[src/sv/gbba_pkg.sv]
// Shared constants and helpers for the geographic bounding box accumulator.
`timescale 1ns / 1ps

package gbba_pkg;

  // Default angle resolution: pi is 2^(ANGLE_BITS-1) units.
  localparam int unsigned ANGLE_BITS_DEF = 16;

  // Width of the pad-free field packing rounded up to whole bytes.
  function automatic int unsigned byte_round(input int unsigned bits);
    return ((bits + 7) / 8) * 8;
  endfunction

endpackage

[src/sv/geo_bounding_box_accumulator.sv]
// Top level of the geographic bounding box accumulator with antimeridian wrap.
// An input transfer passes through the input register and then the result register to the master side.
// One point per cycle when not stalled; the box state is updated as an item moves
// from the input register into the result register, so the next point sees it.
// Both registers advance while the result register is empty or being taken.
// Reset (rst, synchronous) empties the box, zeroes its edges and drops both valids.
`timescale 1ns / 1ps

module geo_bounding_box_accumulator
  import gbba_pkg::*;
#(
  parameter int unsigned ANGLE_BITS = ANGLE_BITS_DEF
) (
  input  logic                                          clk,
  input  logic                                          rst,
  input  logic                                          s_axis_tvalid,
  output logic                                          s_axis_tready,
  // lon, lat
  input  logic [byte_round(2 * ANGLE_BITS + 1)-1:0]     s_axis_tdata,
  // restart
  input  logic                                          s_axis_tuser,
  output logic                                          m_axis_tvalid,
  input  logic                                          m_axis_tready,
  // box_west, box_east, box_south, box_north
  output logic [byte_round(4 * ANGLE_BITS + 2)-1:0]     m_axis_tdata,
  // crosses
  output logic                                          m_axis_tuser
);

  localparam int unsigned LW = ANGLE_BITS + 1;
  localparam int unsigned AW = ANGLE_BITS;
  localparam int unsigned DW = ANGLE_BITS + 3;
  localparam int unsigned IW = byte_round(2 * ANGLE_BITS + 1);
  localparam int unsigned OW = byte_round(4 * ANGLE_BITS + 2);
  localparam int unsigned OPAD = OW - (2 * LW + 2 * AW);

  localparam logic signed [LW-1:0] LON_PI  = {2'b01, {(ANGLE_BITS - 1){1'b0}}};
  localparam logic signed [LW-1:0] LON_NPI = {2'b11, {(ANGLE_BITS - 1){1'b0}}};
  localparam logic signed [AW-1:0] LAT_HPI  = {2'b01, {(ANGLE_BITS - 2){1'b0}}};
  localparam logic signed [AW-1:0] LAT_NHPI = {2'b11, {(ANGLE_BITS - 2){1'b0}}};
  localparam logic signed [DW-1:0] TWO_PI  = {3'b001, {ANGLE_BITS{1'b0}}};

  // Grows the longitude span [w, e] to take in lon; d is the extension used.
  function automatic void grow_lon(
    input  logic signed [LW-1:0] w,
    input  logic signed [LW-1:0] e,
    input  logic signed [LW-1:0] lon,
    output logic signed [LW-1:0] wo,
    output logic signed [LW-1:0] eo,
    output logic signed [DW-1:0] d
  );
    logic signed [DW-1:0] wx;
    logic signed [DW-1:0] ex;
    logic signed [DW-1:0] lx;
    logic signed [DW-1:0] dw;
    logic signed [DW-1:0] de;
    logic                 covered;
    logic                 same_sign;
    wx = {{2{w[LW-1]}}, w};
    ex = {{2{e[LW-1]}}, e};
    lx = {{2{lon[LW-1]}}, lon};
    covered = 1'b0;
    dw = '0;
    de = '0;
    if (w <= e) begin
      if (lon > e) begin
        dw = wx - lx + TWO_PI;
        de = lx - ex;
      end else if (lon < w) begin
        dw = wx - lx;
        de = lx - ex + TWO_PI;
      end else begin
        covered = 1'b1;
      end
    end else begin
      if (lon <= e || w <= lon) begin
        covered = 1'b1;
      end else begin
        dw = wx - lx;
        de = lx - ex;
      end
    end
    same_sign = (e > 0 && lon > 0) || (e < 0 && lon < 0);
    wo = w;
    eo = e;
    d  = '0;
    if (!covered) begin
      if (dw < de || (dw == de && same_sign)) begin
        wo = lon;
        d  = dw;
      end else begin
        eo = lon;
        d  = de;
      end
    end
  endfunction

  // Input register.
  logic                 in_valid;
  logic                 in_restart;
  logic signed [LW-1:0] in_lon;
  logic signed [AW-1:0] in_lat;

  // Box state.
  logic signed [LW-1:0] west_edge;
  logic signed [LW-1:0] east_edge;
  logic signed [AW-1:0] south_edge;
  logic signed [AW-1:0] north_edge;
  logic                 box_valid;

  // Result register.
  logic                 out_valid;
  logic                 out_crosses;

  logic                 advance;
  logic signed [LW-1:0] lon_c;
  logic signed [LW-1:0] lon_neg;
  logic signed [AW-1:0] lat_c;
  logic signed [LW-1:0] w1, e1, w2, e2;
  logic signed [DW-1:0] d1, d2;
  logic signed [LW-1:0] west_next;
  logic signed [LW-1:0] east_next;
  logic signed [AW-1:0] south_next;
  logic signed [AW-1:0] north_next;

  assign advance       = in_valid && (!out_valid || m_axis_tready);
  assign s_axis_tready = !in_valid || advance;

  always_comb begin
    if (in_lon > LON_PI) begin
      lon_c = LON_PI;
    end else if (in_lon < LON_NPI) begin
      lon_c = LON_NPI;
    end else begin
      lon_c = in_lon;
    end
    if (in_lat > LAT_HPI) begin
      lat_c = LAT_HPI;
    end else if (in_lat < LAT_NHPI) begin
      lat_c = LAT_NHPI;
    end else begin
      lat_c = in_lat;
    end
    lon_neg = -lon_c;

    grow_lon(west_edge, east_edge, lon_c, w1, e1, d1);
    grow_lon(west_edge, east_edge, lon_neg, w2, e2, d2);

    if (in_restart || !box_valid) begin
      west_next  = lon_c;
      east_next  = lon_c;
      south_next = lat_c;
      north_next = lat_c;
    end else begin
      south_next = (lat_c < south_edge) ? lat_c : south_edge;
      north_next = (lat_c > north_edge) ? lat_c : north_edge;
      // On the antimeridian both signs are tried; the shorter growth wins, and on a
      // tie the first one is kept only if its west edge lies strictly below its east edge.
      if ((lon_c == LON_PI || lon_c == LON_NPI) && !(d1 < d2 || (d1 == d2 && w1 < e1))) begin
        west_next = w2;
        east_next = e2;
      end else begin
        west_next = w1;
        east_next = e1;
      end
    end
  end

  always_ff @(posedge clk) begin
    if (rst) begin
      in_valid   <= 1'b0;
      out_valid  <= 1'b0;
      box_valid  <= 1'b0;
      west_edge  <= '0;
      east_edge  <= '0;
      south_edge <= '0;
      north_edge <= '0;
    end else begin
      if (s_axis_tready) begin
        in_valid <= s_axis_tvalid;
      end
      if (advance) begin
        out_valid  <= 1'b1;
        box_valid  <= 1'b1;
        west_edge  <= west_next;
        east_edge  <= east_next;
        south_edge <= south_next;
        north_edge <= north_next;
      end else if (m_axis_tready) begin
        out_valid <= 1'b0;
      end
    end
  end

  always_ff @(posedge clk) begin
    if (s_axis_tready && s_axis_tvalid) begin
      in_restart <= s_axis_tuser;
      in_lon     <= s_axis_tdata[LW-1:0];
      in_lat     <= s_axis_tdata[LW+AW-1:LW];
    end
    if (advance) begin
      out_crosses <= west_next > east_next;
    end
  end

  assign m_axis_tvalid = out_valid;
  assign m_axis_tuser  = out_crosses;
  assign m_axis_tdata  = {{OPAD{1'b0}}, north_edge, south_edge, east_edge, west_edge};

  logic unused_in_pad;
  assign unused_in_pad = ^s_axis_tdata[IW-1:LW+AW] ^ (IW == 0);

endmodule

[config.mk]
export PLATFORM = sky130hd
export DESIGN_NAME = geo_bounding_box_accumulator
export DESIGN_NICKNAME = d
export VERILOG_FILES = /design/src/sv/gbba_pkg.sv /design/src/sv/geo_bounding_box_accumulator.sv
export SDC_FILE = /design/constraint.sdc
export NUM_CORES = 1
export LEC_CHECK = 0
export BUFFER_PORTS_ARGS = -buffer_cell sky130_fd_sc_hd__buf_2
export CORE_ASPECT_RATIO = 0.75
export CORE_MARGIN = 1
export CORE_UTILIZATION = 60
export CTS_BUF_LIST = sky130_fd_sc_hd__clkbuf_4 sky130_fd_sc_hd__clkbuf_8
export CTS_CLUSTER_SIZE = 25
export DETAILED_ROUTE_END_ITERATION = 8
export PLACE_DENSITY = 0.77
export SYNTH_ARGS = -nofsm -noshare
export SYNTH_HDL_FRONTEND = slang
export SYNTH_SLANG_ARGS = --single-unit
export TNS_END_PERCENT = 100
[constraint.sdc]
create_clock -name clk -period 16.8 [get_ports clk]
set_input_delay 0.84 -clock clk [delete_from_list [all_inputs] [get_ports clk]]
set_output_delay 0.84 -clock clk [all_outputs]
set_load 0.02 [all_outputs]
==> results.py <==
metrics = {
    "power_and_ir_drop": {
        "irDropWorstVdd_mv": 0.278,
        "p_sw_uw": 1030,
        "internal_power_uw": 856,
        "seqPwrFrac_pct": 15.9,
        "p_leak_uw": 0.00650,
        "p_per_area_nw_per_um2": 129,
        "power_uw": 1890,
        "clockPowerShare_pct": 9.3,
        "pwr-share-comb_pct": 74.8,
        "p_sw_share_pct": 54.7,
    },
    "grt": {
        "grt-ovfl-total": 0,
        "grt.total_usage_pct": 43.6,
        "grt_pass1_wl_um": 76900,
        "grt_antenna_before_repair": 0,
        "grt_start_max_net_pins": 40,
        "grt_pass1_vias": 12800,
    },
    "timing": {
        "fin_worst_skew_ps": 14.8,
        "max_slew_margin_pct": 11.7,
        "rsz0062_at_grt": "no",
        "period_needed_ps": 15570,
        "hold_viol": 0,
        "setup_viol": 0,
        "maxSlewViolCount": 0,
        "tightest_slew_ps": 1320,
        "period_share_pct": 92.7,
        "fin_tns_setup_ps": 0,
        "max_freq_mhz": 64.2,
    },
    "yosys": {
        "postSynthCellCount": 1791,
        "ys_ff_latch": 104,
        "synthesis.area_um2": 13700,
        "synth-async-reset-ratio_pct": 0,
        "avgSynthCellArea_um2": 7.63,
        "ys_warn_count": 0,
        "synth.distinct_cells": 100,
        "synth_edf_count": 35,
        "ys.flop_type": "dfxtp_1",
        "seq_area_frac_synth_pct": 17.8,
    },
    "critical_path": {
        "r2r_setup_slack_ps": 1230,
        "path_buf_inv": 1,
        "worst_path_largest_cell_delay_ps": 910,
        "required_ps": 16970,
        "reg2reg_depth": 51,
        "cp_top_family": "simple AND/OR/NAND/NOR gates",
        "reg2reg_from": "in_lon[2]",
        "cp.arrival_ps": 15740,
        "crit_top_cell": "ha_1",
        "worst_path_max_delay_cell": "nor2_1",
        "cp-start-kind": "flop",
        "end_kind": "flop",
        "worstPathMaxFanout": 25,
        "path_class": "flop to flop",
        "r2r_end": "m_axis_tuser",
    },
    "place": {
        "place_area_um2": 14400,
        "place_hpwl_um": 41100,
        "gp_congestion": 1.06,
        "port_buffers": 106,
        "dp.cells": 2142,
    },
    "cells_and_area": {
        "fin_util_pct": 65.9,
        "nets": 2112,
        "area_growth_pct": 6.98,
        "final_cells": 2158,
        "n_antenna_cell": 0,
        "stdcell_area_um2": 14600,
        "drive_gt1_share_pct": 11.1,
    },
    "clocking": {
        "clkSinkCount": 104,
        "numCtsBuffers": 9,
        "clk_pin_slew_worst_paths_ps": 110,
        "h-tree-depth": 3,
        "cts_buffer_depth": 2,
        "clockRootBuffer": "clkbuf_8",
        "cts.repair.resized": 0,
        "cts_hold_buf": 0,
        "insertion_delay_ps": 400,
        "cts_setup_buffers": 0,
        "cts_tree": "done",
    },
    "route": {
        "first_pass_iters": 7,
        "post-route-drc-count": 0,
        "vias": 14500,
        "antenna_left": 0,
        "via_per_inst": 6.72,
        "wl_um": 51900,
        "routedWlPerCell_um": 24.0,
        "dr.first_iter.drc_count": 2212,
    },
    "floorplan": {
        "initial_utilization_pct": 61.6,
        "die_w_um": 176,
        "die_area_um2": 23400,
        "pin_count": 120,
        "rows": 47,
        "dieHeight_um": 133,
        "fp.coreArea_um2": 22200,
    },
    "flow_run": {
        "maxCapViolCount": 0,
    },
    "hold_path": {
        "hold_depth": 2,
        "worstHoldEndpoint": "south_edge[14]",
        "hp-class": "flop to flop",
        "min-delay-start": "south_edge[14]",
    },
    "run_status": {
        "status": "finished, final reports clean",
    },
}
==> placed cells by master, fill, tap and decap left out, drive strengths merged, types with 26 or more instances in the layout <==
cell	Yosys	final
a21o	33	33
a21oi	103	103
and2	26	26
buf	24	126
dfxtp	69	69
edfxtp	35	35
ha	204	204
inv	143	147
mux2i	51	51
nand2	194	194
nand3	44	44
nand4	39	39
nor2	184	184
nor2b	32	32
nor3	29	29
nor4	26	26
o21a	33	33
o21ai	111	111
xnor2	39	39
==> worst max path at each step <==
stage / startpoint / end / slack [ps] / depth (start not counted)
floorplan: in_lon[2] / m_axis_tuser / 4670 / 61
global placement: in_lon[2] / m_axis_tuser / 1970 / 53
detailed placement: in_lon[2] / m_axis_tuser / 1840 / 53
CTS: in_lon[2] / m_axis_tuser / 1800 / 53
global route: in_lon[2] / m_axis_tuser / 430 / 53
finish: in_lon[2] / m_axis_tuser / 1230 / 51
==> layout make-up <==
class                   count  area (um2)
fillers                  2010        7550
inverters                 144         541
multi-input cells        1474       10400
repair buffers            126         681
clock inverters             6        72.6
clock buffers              10         131
flip-flops and latches    104        2430
well taps                 294         368
==> state kept, by name (all words and copies together), names as in the netlist, 16 cells and up <==
signal,count
south_edge,16
west_edge,17
north_edge,16
in_lon,17
east_edge,17
in_lat,16
==> stage by stage <==
step | setup slack, ps | hold slack (ps)
finish | 1230 | 493
global route | 426 | 517
CTS | 1800 | 496
detailed placement | 1840 | 476
global placement | 1970 | 469
floorplan | 4670 | 456
==> worst reg2reg max path: cells and delay by family (launching register included) <==
kind,cells,cell delay (ps)
buffers and inverters,1,450
adder cells (fa/ha/maj),5,1760
flip-flops,1,520
AND/OR/NAND/NOR,20,6490
multiplexers,1,350
AO/OA/AOI/OAI,24,5740
==> cell usage after synthesis (33+ instances only) <==
cell type	instances	area share, %
o21ai_0	106	3.9
a21oi_1	102	3.7
edfxtp_1	35	7.7
dfxtp_1	69	10
nand3_1	44	1.6
clkbuf_1	49	1.3
nand4_1	38	1.7
nand2_1	192	5.3
xnor2_1	39	2.5
inv_1	138	3.8
nor2_1	179	4.9
ha_1	204	19
o21a_1	33	1.8
mux2i_1	51	3.7
a21o_1	33	1.8
==> cells by family (layout without fill, tap and decap cells) <==
logic type	count (synthesis)	in the layout	synth area share [%]
buf+inv	218	286	6.34
compound gates	475	475	23.9
simple gates	657	657	23.7
mux	61	61	4.56
fa+ha+maj	217	217	19.9
flops	104	104	17.8
xor+xnor	58	58	3.72
other cells	1	6	0.0274
==> power groups by stage <==
stage          sequential (uW)  clock [uW]  combinational (uW)
2_1_floorplan              302           0                 979
6_report                   301         176                1410
3_3_place_gp               303           0                1320
3_5_place_dp               304           0                1350
4_1_cts                    298         174                1360
5_1_grt                    301         185                1530
==> routing by layer <==
layer / global-route usage (%) / share of wire, % / vias to the layer above
li1: - / - / 6641
met1: 64.4 / 44 / 6858
met2: 58.7 / 39 / 895
met3: 14.9 / 14 / 101
met4: 12.1 / 2.6 / 0
met5: 0 / 0 / -
Note: power is estimated with default switching activity, not from simulation.
